<file path="src/hdl/rtt_pkg.sv">
package rtt_pkg;

	localparam int CMD_W   = 3;
	localparam int TAG_W   = 32;
	localparam int LEN_W   = 12;
	localparam int SEQ_W   = 7;
	localparam int STEP_W  = 5;
	localparam int RECV_W  = 16;
	localparam int KIND_W  = 3;
	localparam int STAT_W  = 3;
	localparam int DATA_W  = 32;
	localparam int PADDR_W = 3;

	localparam int DEPTH_DEF = 64;

	localparam logic [STEP_W-1:0] CATCHUP_RST = 5'd3;
	localparam logic [LEN_W-1:0]  MAX_LEN_RST = 12'd512;

	// register select is paddr[2]
	localparam logic REG_CATCHUP = 1'b0;
	localparam logic REG_MAX_LEN = 1'b1;

	localparam logic [CMD_W-1:0] CMD_SEND   = 3'd0;
	localparam logic [CMD_W-1:0] CMD_UNREL  = 3'd1;
	localparam logic [CMD_W-1:0] CMD_RESEND = 3'd2;
	localparam logic [CMD_W-1:0] CMD_SCHED  = 3'd3;
	localparam logic [CMD_W-1:0] CMD_HB     = 3'd4;
	localparam logic [CMD_W-1:0] CMD_TICK   = 3'd5;
	localparam logic [CMD_W-1:0] CMD_READ   = 3'd6;
	localparam logic [CMD_W-1:0] CMD_RESET  = 3'd7;

	localparam logic [KIND_W-1:0] KIND_NEW    = 3'd0;
	localparam logic [KIND_W-1:0] KIND_RESEND = 3'd1;
	localparam logic [KIND_W-1:0] KIND_UNREL  = 3'd2;
	localparam logic [KIND_W-1:0] KIND_HELLO  = 3'd3;
	localparam logic [KIND_W-1:0] KIND_STATUS = 3'd4;

	localparam logic [STAT_W-1:0] STAT_OK        = 3'd0;
	localparam logic [STAT_W-1:0] STAT_TOO_LONG  = 3'd1;
	localparam logic [STAT_W-1:0] STAT_FULL      = 3'd2;
	localparam logic [STAT_W-1:0] STAT_RANGE     = 3'd3;
	localparam logic [STAT_W-1:0] STAT_BAD_ORDER = 3'd4;

	// one queued command, already classified by the front end
	typedef struct packed {
		logic [CMD_W-1:0]  cmd;
		logic [TAG_W-1:0]  tag;
		logic              too_long;
		logic [SEQ_W-1:0]  index;
		logic [SEQ_W-1:0]  range_end;
		logic              always_send;
		logic              recv_small;
		logic [SEQ_W-1:0]  recv_lo;
	} cmd_t;

	typedef struct packed {
		logic              strobe;
		logic [KIND_W-1:0] kind;
		logic [SEQ_W-1:0]  seq;
		logic [TAG_W-1:0]  payload;
		logic [STAT_W-1:0] status;
		logic [SEQ_W-1:0]  cnt;
		logic              last;
	} res_t;

endpackage

</file>
<file path="src/hdl/rtt_front.sv">
module rtt_front (
	input  logic                        clk,
	input  logic                        arst_n,
	input  logic                        start,
	output logic                        busy,
	input  logic [rtt_pkg::CMD_W-1:0]   command,
	input  logic [rtt_pkg::TAG_W-1:0]   payload_tag,
	input  logic [rtt_pkg::LEN_W-1:0]   payload_length,
	input  logic [rtt_pkg::SEQ_W-1:0]   index,
	input  logic [rtt_pkg::SEQ_W-1:0]   range_end,
	input  logic                        always_send,
	input  logic [rtt_pkg::RECV_W-1:0]  received_count,
	input  logic [rtt_pkg::LEN_W-1:0]   max_length,
	output rtt_pkg::cmd_t               head,
	output logic                        head_valid,
	input  logic                        pop
);
	import rtt_pkg::*;

	cmd_t       ent_q [2];
	cmd_t       ent_in;
	logic       wr_ptr_q;
	logic       rd_ptr_q;
	logic [1:0] fill_q;
	logic       accept;

	assign busy       = (fill_q == 2'd2);
	assign accept     = start & ~busy;
	assign head       = ent_q[rd_ptr_q];
	assign head_valid = (fill_q != 2'd0);

	always_comb begin
		ent_in.cmd         = command;
		ent_in.tag         = payload_tag;
		ent_in.too_long    = (payload_length > max_length);
		ent_in.index       = index;
		ent_in.range_end   = range_end;
		ent_in.always_send = always_send;
		// only a count below the store size can schedule anything
		ent_in.recv_small  = (received_count[RECV_W-1:SEQ_W] == '0);
		ent_in.recv_lo     = received_count[SEQ_W-1:0];
	end

	always_ff @(posedge clk) begin
		if (accept) begin
			ent_q[wr_ptr_q] <= ent_in;
		end
	end

	always_ff @(posedge clk or negedge arst_n) begin
		if (!arst_n) begin
			wr_ptr_q <= 1'b0;
			rd_ptr_q <= 1'b0;
			fill_q   <= 2'd0;
		end else begin
			if (accept) begin
				wr_ptr_q <= ~wr_ptr_q;
			end
			if (pop) begin
				rd_ptr_q <= ~rd_ptr_q;
			end
			case ({accept, pop})
				2'b10:   fill_q <= fill_q + 2'd1;
				2'b01:   fill_q <= fill_q - 2'd1;
				default: fill_q <= fill_q;
			endcase
		end
	end

endmodule

</file>
<file path="src/hdl/rtt_back.sv">
module rtt_back #(
	parameter int DEPTH = rtt_pkg::DEPTH_DEF
) (
	input  logic                        clk,
	input  logic                        arst_n,
	input  rtt_pkg::cmd_t               head,
	input  logic                        head_valid,
	output logic                        pop,
	input  logic [rtt_pkg::STEP_W-1:0]  catchup_step,
	output rtt_pkg::res_t               res
);
	import rtt_pkg::*;

	localparam int AW = (DEPTH > 1) ? $clog2(DEPTH) : 1;

	localparam logic [2:0] ST_IDLE  = 3'd0;
	localparam logic [2:0] ST_EXEC  = 3'd1;
	localparam logic [2:0] ST_RDOUT = 3'd2;
	localparam logic [2:0] ST_WALK  = 3'd3;
	localparam logic [2:0] ST_FLUSH = 3'd4;

	logic [2:0]        state_q;
	cmd_t              cur_q;
	logic [SEQ_W-1:0]  count_q;
	logic [SEQ_W-1:0]  pend_q;
	logic [SEQ_W-1:0]  walk_q;
	logic [DEPTH-1:0]  flags_q;
	logic [DEPTH-1:0]  flags_d;
	logic [DEPTH-1:0]  mark_vec;
	logic              hit_s1;
	logic [SEQ_W-1:0]  hit_idx_s1;
	logic [SEQ_W-1:0]  held_idx_q;
	logic [TAG_W-1:0]  held_data_q;
	logic              have_q;
	res_t              res_q;

	logic [TAG_W-1:0]  mem [DEPTH];
	logic [TAG_W-1:0]  rd_data_q;
	logic [AW-1:0]     rd_addr;
	logic              mem_we;

	logic              lk_miss;
	logic [SEQ_W-1:0]  lk_idx;
	logic [SEQ_W-1:0]  lk_dec;
	logic [SEQ_W-1:0]  walk_dec;
	logic [AW-1:0]     walk_addr;
	logic              walk_in;
	logic              walk_hit;
	logic [STAT_W-1:0] sch_status;
	logic              hb_go;
	logic [SEQ_W:0]    hb_sum;
	logic [SEQ_W-1:0]  hb_last;
	logic [SEQ_W-1:0]  hb_first;
	logic [SEQ_W-1:0]  hb_cnt;
	logic              mark_en;
	logic [SEQ_W-1:0]  mark_s;
	logic [SEQ_W-1:0]  mark_e;
	logic              store_full;

	function automatic res_t mk_res(input logic [KIND_W-1:0] kind,
	                                input logic [SEQ_W-1:0] seq,
	                                input logic [TAG_W-1:0] payload,
	                                input logic [STAT_W-1:0] status,
	                                input logic [SEQ_W-1:0] cnt,
	                                input logic last);
		res_t r;
		r.strobe  = 1'b1;
		r.kind    = kind;
		r.seq     = seq;
		r.payload = payload;
		r.status  = status;
		r.cnt     = cnt;
		r.last    = last;
		return r;
	endfunction

	assign res = res_q;
	assign pop = (state_q == ST_IDLE) && head_valid;

	always_comb begin
		// index 0 means the newest entry
		lk_miss    = (cur_q.index > count_q) || (cur_q.index == '0 && count_q == '0);
		lk_idx     = (cur_q.index == '0) ? count_q : cur_q.index;
		lk_dec     = lk_idx - SEQ_W'(1);
		walk_dec   = walk_q - SEQ_W'(1);
		walk_addr  = walk_dec[AW-1:0];
		walk_in    = (walk_q <= count_q);
		walk_hit   = (state_q == ST_WALK) && walk_in && flags_q[walk_addr];
		rd_addr    = (state_q == ST_WALK) ? walk_addr : lk_dec[AW-1:0];
		store_full = (count_q >= SEQ_W'(DEPTH));
		mem_we     = (state_q == ST_EXEC) && (cur_q.cmd == CMD_SEND) &&
		             !cur_q.too_long && !store_full;

		if (cur_q.range_end < cur_q.index) begin
			sch_status = STAT_BAD_ORDER;
		end else if (cur_q.range_end > count_q || cur_q.index == '0) begin
			sch_status = STAT_RANGE;
		end else begin
			sch_status = STAT_OK;
		end

		hb_go    = cur_q.recv_small && (cur_q.recv_lo < count_q);
		hb_sum   = {1'b0, cur_q.recv_lo} + (SEQ_W+1)'(catchup_step);
		hb_last  = (hb_sum > {1'b0, count_q}) ? count_q : hb_sum[SEQ_W-1:0];
		hb_first = cur_q.recv_lo + SEQ_W'(1);
		hb_cnt   = hb_go ? (hb_last - cur_q.recv_lo) : '0;

		mark_en = 1'b0;
		mark_s  = cur_q.index;
		mark_e  = cur_q.range_end;
		if (state_q == ST_EXEC) begin
			if (cur_q.cmd == CMD_SCHED && sch_status == STAT_OK) begin
				mark_en = 1'b1;
			end else if (cur_q.cmd == CMD_HB && hb_go && hb_last >= hb_first) begin
				mark_en = 1'b1;
				mark_s  = hb_first;
				mark_e  = hb_last;
			end
		end

		for (int i = 0; i < DEPTH; i++) begin
			mark_vec[i] = mark_en && (SEQ_W'(i + 1) >= mark_s) && (SEQ_W'(i + 1) <= mark_e);
		end

		flags_d = flags_q | mark_vec;
		if (state_q == ST_EXEC && cur_q.cmd == CMD_RESET) begin
			flags_d = '0;
		end
		if (state_q == ST_WALK && walk_in) begin
			flags_d[walk_addr] = 1'b0;
		end
	end

	always_ff @(posedge clk) begin
		if (mem_we) begin
			mem[count_q[AW-1:0]] <= cur_q.tag;
		end
		rd_data_q <= mem[rd_addr];
	end

	always_ff @(posedge clk or negedge arst_n) begin
		if (!arst_n) begin
			flags_q <= '0;
		end else begin
			flags_q <= flags_d;
		end
	end

	always_ff @(posedge clk or negedge arst_n) begin
		if (!arst_n) begin
			state_q     <= ST_IDLE;
			cur_q       <= '0;
			count_q     <= '0;
			pend_q      <= '0;
			walk_q      <= '0;
			hit_s1      <= 1'b0;
			hit_idx_s1  <= '0;
			held_idx_q  <= '0;
			held_data_q <= '0;
			have_q      <= 1'b0;
			res_q       <= '0;
		end else begin
			res_q.strobe <= 1'b0;
			hit_s1       <= walk_hit;

			// a new hit pushes out the one held before it
			if ((state_q inside {ST_WALK, ST_FLUSH}) && hit_s1) begin
				if (have_q) begin
					res_q <= mk_res(KIND_RESEND, held_idx_q, held_data_q, STAT_OK,
					                count_q, 1'b0);
				end
				held_idx_q  <= hit_idx_s1;
				held_data_q <= rd_data_q;
				have_q      <= 1'b1;
			end

			case (state_q)
				ST_IDLE: begin
					if (head_valid) begin
						cur_q   <= head;
						state_q <= ST_EXEC;
					end
				end
				ST_EXEC: begin
					state_q <= ST_IDLE;
					case (cur_q.cmd)
						CMD_SEND: begin
							if (cur_q.too_long) begin
								res_q <= mk_res(KIND_STATUS, '0, '0, STAT_TOO_LONG,
								                count_q, 1'b1);
							end else if (store_full) begin
								res_q <= mk_res(KIND_STATUS, '0, '0, STAT_FULL,
								                count_q, 1'b1);
							end else begin
								count_q <= count_q + SEQ_W'(1);
								res_q   <= mk_res(KIND_NEW, count_q + SEQ_W'(1), cur_q.tag,
								                  STAT_OK, count_q + SEQ_W'(1), 1'b1);
							end
						end
						CMD_UNREL: begin
							res_q <= mk_res(KIND_UNREL, '0, cur_q.tag, STAT_OK, count_q, 1'b1);
						end
						CMD_RESEND, CMD_READ: begin
							if (!lk_miss) begin
								hit_idx_s1 <= lk_idx;
								state_q    <= ST_RDOUT;
							end else if (cur_q.cmd == CMD_RESEND && cur_q.always_send) begin
								res_q <= mk_res(KIND_HELLO, '0, '0, STAT_OK, count_q, 1'b1);
							end else begin
								res_q <= mk_res(KIND_STATUS, '0, '0, STAT_RANGE, count_q, 1'b1);
							end
						end
						CMD_SCHED: begin
							if (mark_en && (pend_q == '0 || pend_q > mark_s)) begin
								pend_q <= mark_s;
							end
							res_q <= mk_res(KIND_STATUS, '0, '0, sch_status, count_q, 1'b1);
						end
						CMD_HB: begin
							if (mark_en && (pend_q == '0 || pend_q > mark_s)) begin
								pend_q <= mark_s;
							end
							res_q <= mk_res(KIND_STATUS, '0, '0, STAT_OK, hb_cnt, 1'b1);
						end
						CMD_TICK: begin
							// the walk always ends past the last entry
							if (pend_q != '0) begin
								walk_q  <= pend_q;
								pend_q  <= '0;
								have_q  <= 1'b0;
								state_q <= ST_WALK;
							end
						end
						default: begin
							count_q <= '0;
							pend_q  <= '0;
							res_q   <= mk_res(KIND_STATUS, '0, '0, STAT_OK, '0, 1'b1);
						end
					endcase
				end
				ST_RDOUT: begin
					res_q <= mk_res((cur_q.cmd == CMD_RESEND) ? KIND_RESEND : KIND_STATUS,
					                hit_idx_s1, rd_data_q, STAT_OK, count_q, 1'b1);
					state_q <= ST_IDLE;
				end
				ST_WALK: begin
					if (!walk_in) begin
						state_q <= ST_FLUSH;
					end else begin
						walk_q <= walk_q + SEQ_W'(1);
						if (walk_hit) begin
							hit_idx_s1 <= walk_q;
						end
					end
				end
				ST_FLUSH: begin
					// wait out the last read, then drain the held word as final
					if (!hit_s1) begin
						if (have_q) begin
							res_q <= mk_res(KIND_RESEND, held_idx_q, held_data_q, STAT_OK,
							                count_q, 1'b1);
						end
						have_q  <= 1'b0;
						state_q <= ST_IDLE;
					end
				end
				default: begin
					state_q <= ST_IDLE;
				end
			endcase
		end
	end

endmodule

</file>
<file path="src/hdl/retransmit_tracker.sv">
// Sender-side retransmission tracker for a reliable command channel.
// Commands enter on start/busy: a command is taken at a rising edge with start
// high and busy low. A two-word queue sits between the command decode and the
// executing engine, so busy rises only when two commands wait behind one that
// is still running.
// Results leave on result_strobe, one word per cycle, with last_flag marking
// the final word of a command. The receiver cannot stall; every word is taken
// in the cycle it is shown.
// A taken command passes through the queue into the engine's command register;
// its result is registered in the execute state, or for resend and read in a
// read-out state after the registered store read. The queue takes new commands
// while the engine is still running one.
// A tick walks the resend flags one entry per cycle from the lowest pending
// entry to the stored count, then drains through the flush state, giving
// one resend word per flagged entry.
// Registers via APB (pready is tied high): catchup_step at 0x0, max_length at
// 0x4, written by the user only while the block is idle; nothing enforces it.
// Reset clears the stored count, resend flags, pending pointer and queue, and
// loads catchup_step = 3, max_length = 512. The payload store is not cleared.
module retransmit_tracker #(
	parameter int DEPTH = rtt_pkg::DEPTH_DEF
) (
	input  logic                         clk,
	input  logic                         arst_n,
	input  logic                         psel,
	input  logic                         penable,
	input  logic                         pwrite,
	input  logic [rtt_pkg::PADDR_W-1:0]  paddr,
	input  logic [rtt_pkg::DATA_W-1:0]   pwdata,
	output logic [rtt_pkg::DATA_W-1:0]   prdata,
	output logic                         pready,
	input  logic                         start,
	output logic                         busy,
	input  logic [rtt_pkg::CMD_W-1:0]    command,
	input  logic [rtt_pkg::TAG_W-1:0]    payload_tag,
	input  logic [rtt_pkg::LEN_W-1:0]    payload_length,
	input  logic [rtt_pkg::SEQ_W-1:0]    index,
	input  logic [rtt_pkg::SEQ_W-1:0]    range_end,
	input  logic                         always_send,
	input  logic [rtt_pkg::RECV_W-1:0]   received_count,
	output logic                         result_strobe,
	output logic [rtt_pkg::KIND_W-1:0]   kind,
	output logic [rtt_pkg::SEQ_W-1:0]    sequence_res,
	output logic [rtt_pkg::TAG_W-1:0]    payload_out,
	output logic [rtt_pkg::STAT_W-1:0]   status,
	output logic [rtt_pkg::SEQ_W-1:0]    count,
	output logic                         last_flag
);
	import rtt_pkg::*;

	logic [STEP_W-1:0] catchup_q;
	logic [LEN_W-1:0]  max_len_q;
	logic              cfg_wr;
	cmd_t              head;
	logic              head_valid;
	logic              pop;
	res_t              res;

	assign pready = 1'b1;
	assign cfg_wr = psel & penable & pwrite & pready;

	always_ff @(posedge clk or negedge arst_n) begin
		if (!arst_n) begin
			catchup_q <= CATCHUP_RST;
			max_len_q <= MAX_LEN_RST;
		end else if (cfg_wr) begin
			if (paddr[2] == REG_MAX_LEN) begin
				max_len_q <= pwdata[LEN_W-1:0];
			end else begin
				catchup_q <= pwdata[STEP_W-1:0];
			end
		end
	end

	always_comb begin
		if (paddr[2] == REG_CATCHUP) begin
			prdata = DATA_W'(catchup_q);
		end else begin
			prdata = DATA_W'(max_len_q);
		end
	end

	rtt_front u_front (
		.clk            (clk),
		.arst_n         (arst_n),
		.start          (start),
		.busy           (busy),
		.command        (command),
		.payload_tag    (payload_tag),
		.payload_length (payload_length),
		.index          (index),
		.range_end      (range_end),
		.always_send    (always_send),
		.received_count (received_count),
		.max_length     (max_len_q),
		.head           (head),
		.head_valid     (head_valid),
		.pop            (pop)
	);

	rtt_back #(
		.DEPTH (DEPTH)
	) u_back (
		.clk          (clk),
		.arst_n       (arst_n),
		.head         (head),
		.head_valid   (head_valid),
		.pop          (pop),
		.catchup_step (catchup_q),
		.res          (res)
	);

	assign result_strobe = res.strobe;
	assign kind          = res.kind;
	assign sequence_res  = res.seq;
	assign payload_out   = res.payload;
	assign status        = res.status;
	assign count         = res.cnt;
	assign last_flag     = res.last;

endmodule

</file>
<file path="config.mk">
export PLATFORM = sky130hd
export DESIGN_NAME = retransmit_tracker
export DESIGN_NICKNAME = d
export VERILOG_FILES = /design/src/hdl/rtt_pkg.sv /design/src/hdl/rtt_front.sv /design/src/hdl/rtt_back.sv /design/src/hdl/retransmit_tracker.sv
export SDC_FILE = /design/constraint.sdc
export NUM_CORES = 2
export LEC_CHECK = 0
export BUFFER_PORTS_ARGS = -buffer_cell sky130_fd_sc_hd__buf_2
export CORE_MARGIN = 2
export CORE_UTILIZATION = 45
export CTS_CLUSTER_DIAMETER = 80
export DETAILED_ROUTE_END_ITERATION = 16
export GPL_ROUTABILITY_DRIVEN = 0
export SYNTH_ARGS = -nofsm -noshare
export SYNTH_HDL_FRONTEND = slang
export SYNTH_SLANG_ARGS = --single-unit
export TNS_END_PERCENT = 50
</file>
<file path="constraint.sdc">
create_clock -name clk -period 7.47 [get_ports clk]
set_input_delay 0.3735 -clock clk [delete_from_list [all_inputs] [get_ports clk]]
set_output_delay 0.3735 -clock clk [all_outputs]
set_load 0.05 [all_outputs]
</file>
==> flow_summary.json <==
{
  "outcome": "completed",
  "ios": 207,
  "synth_edf_count": 2166,
  "wl_met3_um": 21200,
  "grt_max_degree": 126,
  "postRouteAntennaNets": 0,
  "final_area_um2": 117000,
  "p_leak_nw": 39.3,
  "async_reset_ff_share_pct": 10.9,
  "fp.dieArea_um2": 229000,
  "hold_class": "input port to async pin",
  "cts_max_level": 5,
  "drtIter0Drc": 6730,
  "grt_pass1_wl_um": 401000,
  "fmax_ghz": 0.143,
  "die_w_um": 479,
  "yosysTopAreaCellShare_pct": 64.2,
  "synthesis.area_um2": 101000,
  "initial_utilization_pct": 45.2,
  "max_slew_margin_pct": 12.3,
  "ys_top_cells_by_area": "edfxtp_1 64%, mux4_2 11%, dfrtp_1 6.6%",
  "yosys.area_share.simple_pct": 3.71,
  "wire_per_inst_um": 29.8,
  "finalSetupViolCount": 0,
  "drtPass1Iterations": 6,
  "start_kind": "register",
  "synth_top_area_cell": "edfxtp_1",
  "fin_nets": 6301,
  "die_h_um": 479,
  "power_density_nw_per_um2": 464,
  "cp-end-kind": "register",
  "r2r_setup_slack_ns": 0.45,
  "period_needed_ns": 7.02,
  "min_period_over_period_pct": 93.9,
  "antenna_found_initial": 13,
  "routedLengthMet1_um": 114000,
  "drt_drc_violations_left": 0,
  "wl_um": 277000,
  "yosysSeqAreaShare_pct": 71.5,
  "row_count": 174,
  "topRoutingLayerUsed": "met4",
  "grt_overflow_total": 0,
  "worst_pin_slew_ns": 1.31,
  "place_area_um2": 108000,
  "grt_pass1_vias": 56700,
  "peakVddDrop_mv": 0.398,
  "design.core.area_um2": 224000,
  "hpwl_um": 163000,
  "cts_tree": "done",
  "finClkSkew_ns": 0.0773,
  "synthAdderAreaFrac_pct": 1.05,
  "synth_area_per_cell_um2": 18.0,
  "clock_sinks": 2468,
  "clkLatencyLatePin_ns": 0.94,
  "synth_mux_area_share_pct": 15.9,
  "wl_met2_um": 135000,
  "yosysUniqueCellTypes": 95,
  "ys.warnings.count": 0,
  "syn_inst": 5631,
  "path_clk_slew_ns": 0.06,
  "synth_top_family_by_area": "multiplexers",
  "finalHoldViolCount": 0,
  "finalMaxSlewViolations": 0,
  "synth_ff_type": "edfxtp_1",
  "cts_buffer_depth": 4,
  "grtUsageTotal_pct": 24.0,
  "synth-compound-area-share_pct": 5.69,
  "worstPathArrival_ns": 7.78,
  "worstPathRequired_ns": 8.24,
  "setup_tns_ns": 0,
  "worstSetupPathType": "register to register",
  "cts_inserted_buffers": 281,
  "rsz0062_at_grt": "no",
  "ys_ff_latch": 2468,
  "port-buffer-count": 163,
  "drive_gt1_share_pct": 24.7,
  "root_buffer": "clkbuf_16",
  "cap_violations": 0,
  "synth_xor_area_share_pct": 0.320,
  "vias": 56200,
  "via_per_inst": 6.05,
  "area_growth_pct": 15.4,
  "path_max_fanout": 9
}
registers in the layout, summed over array words and instances (netlist names):
signal,cells
u_back.mem,2048
u_front.ent_q,118
u_back.flags_q,64
u_back.cur_q,59
u_back.res,54
u_back.held_data_q,32
u_back.rd_data_q,32
max_len_q,12
u_back.count_q,7
u_back.held_idx_q,7
u_back.hit_idx_s1,7
u_back.pend_q,7
u_back.walk_q,7
catchup_q,5
u_back.state_q,3
u_front.fill_q,2
u_back.have_q,1
u_back.hit_s1,1
u_front.rd_ptr_q,1
u_front.wr_ptr_q,1
placed cells by master (no fill, tap or decap), drive strengths merged, types with 142 or more instances in the layout:
cell / instances
a211oi: 183
a21oi: 305
buf: 436
clkbuf: 365
dfrtp: 267
edfxtp: 2166
mux2i: 358
mux4: 515
nand2: 217
nor2: 229
nor2b: 142
final timing paths:
kind | startpoint | to | cells past startpoint
min in group clk | payload_length[0] | u_front.ent_q[1][23] | 4
worst max register to register | catchup_q[0] | u_back.flags_q[23] | 25
worst max-delay path | catchup_q[0] | u_back.flags_q[23] | 25
worst min register to register | u_back.rd_data_q[3] | u_back.held_data_q[3] | 2
max in group asynchronous | arst_n | u_back.cur_q[42] | 3
worst min-delay path | arst_n | u_back.cur_q[10] | 2
worst max-delay path: stages, from the launching register on:
cell       delay (ns)
dfstp_2          0.37
ha_1             0.24
fa_1             0.42
a21o_1           0.21
a21oi_1          0.17
xor2_1           0.34
inv_1            0.09
ha_1             0.31
and4_1           0.21
o21a_1           0.13
o41ai_2          0.31
nand2_2          0.23
mux2i_1          0.24
inv_1            0.09
ha_1             0.29
nand2b_1         0.17
a2111oi_2        0.50
o31a_1           0.23
nand4_1          0.41
nand3_2          0.25
buf_4            0.21
mux2i_1          0.32
or3_1            0.46
a221oi_1         0.38
nor2_1           0.08
a211oi_1         0.24
cell usage after synthesis, types with 17 or more instances:
cell type	number
buf_4	61
xnor2_1	22
ha_1	82
and2_1	17
nor2_1	227
nor4_1	21
nand2b_1	21
nand2_1	217
clkbuf_1	212
a21o_1	22
dfrtp_1	267
dfxtp_1	32
nor3_1	39
o21ai_0	123
a21oi_1	304
buf_1	21
a211oi_1	183
a222oi_1	43
mux2i_1	357
mux4_2	515
buf_2	46
mux2_2	80
edfxtp_1	2166
nand3_1	38
nor2b_1	142
inv_1	72
a31oi_1	42
metal layers:
metal  track usage (%)  vias to the layer above
met5                 0                        -
met1              33.4                    29500
met3              4.11                      457
met2              39.2                     2515
li1                  -                    23700
met4              6.50                        0
cell type report:
cell class | count | area (µm²)
Fill cell | 17800 | 108000
Tap cell | 2992 | 3740
Timing Repair Buffer | 509 | 4030
Sequential cell | 2468 | 72500
Multi-Input combinational cell | 2762 | 27800
Antenna cell | 8 | 20.0
Clock inverter | 118 | 961
Inverter | 76 | 285
Clock buffer | 365 | 7600
stage by stage:
step           worst slack (ns)  hold slack, ns  power, mW  utilization [%]  cells
3_3_place_gp              0.313           0.416       41.2             47.9   8730
6_report                  0.455          0.0679       54.3             52.1   9298
2_1_floorplan             0.551          0.0779       33.1                -   5650
5_1_grt                  0.0289          0.0988       56.6             52.1   9295
4_1_cts                   0.317          0.0334       54.5             52.1   9286
3_5_place_dp              0.344           0.421       41.5             47.9   8730
logic make-up after synthesis:
| family | Yosys count |
|---|---|
| flops | 2468 |
| buf+inv | 420 |
| simple gates | 782 |
| mux | 955 |
| xor+xnor | 37 |
| fa+ha+maj | 84 |
| other cells | 2 |
| compound gates | 883 |
report_power, final:
group / switching (mW) / total [mW] / internal (mW)
clock network: 5.38 / 13.0 / 7.64
registers: 0.927 / 18.3 / 17.4
logic: 14.0 / 22.9 / 8.90
timing repair:
item / 4_1_cts / 5_1_grt
setup buffers: 0 / 4
hold buffers: 73 / 0
endpoints found under the setup margin: 0 / 19
hold endpoints to repair: 210 / 0
resized for setup: 0 / 2
(Power assumes the default switching activity.)
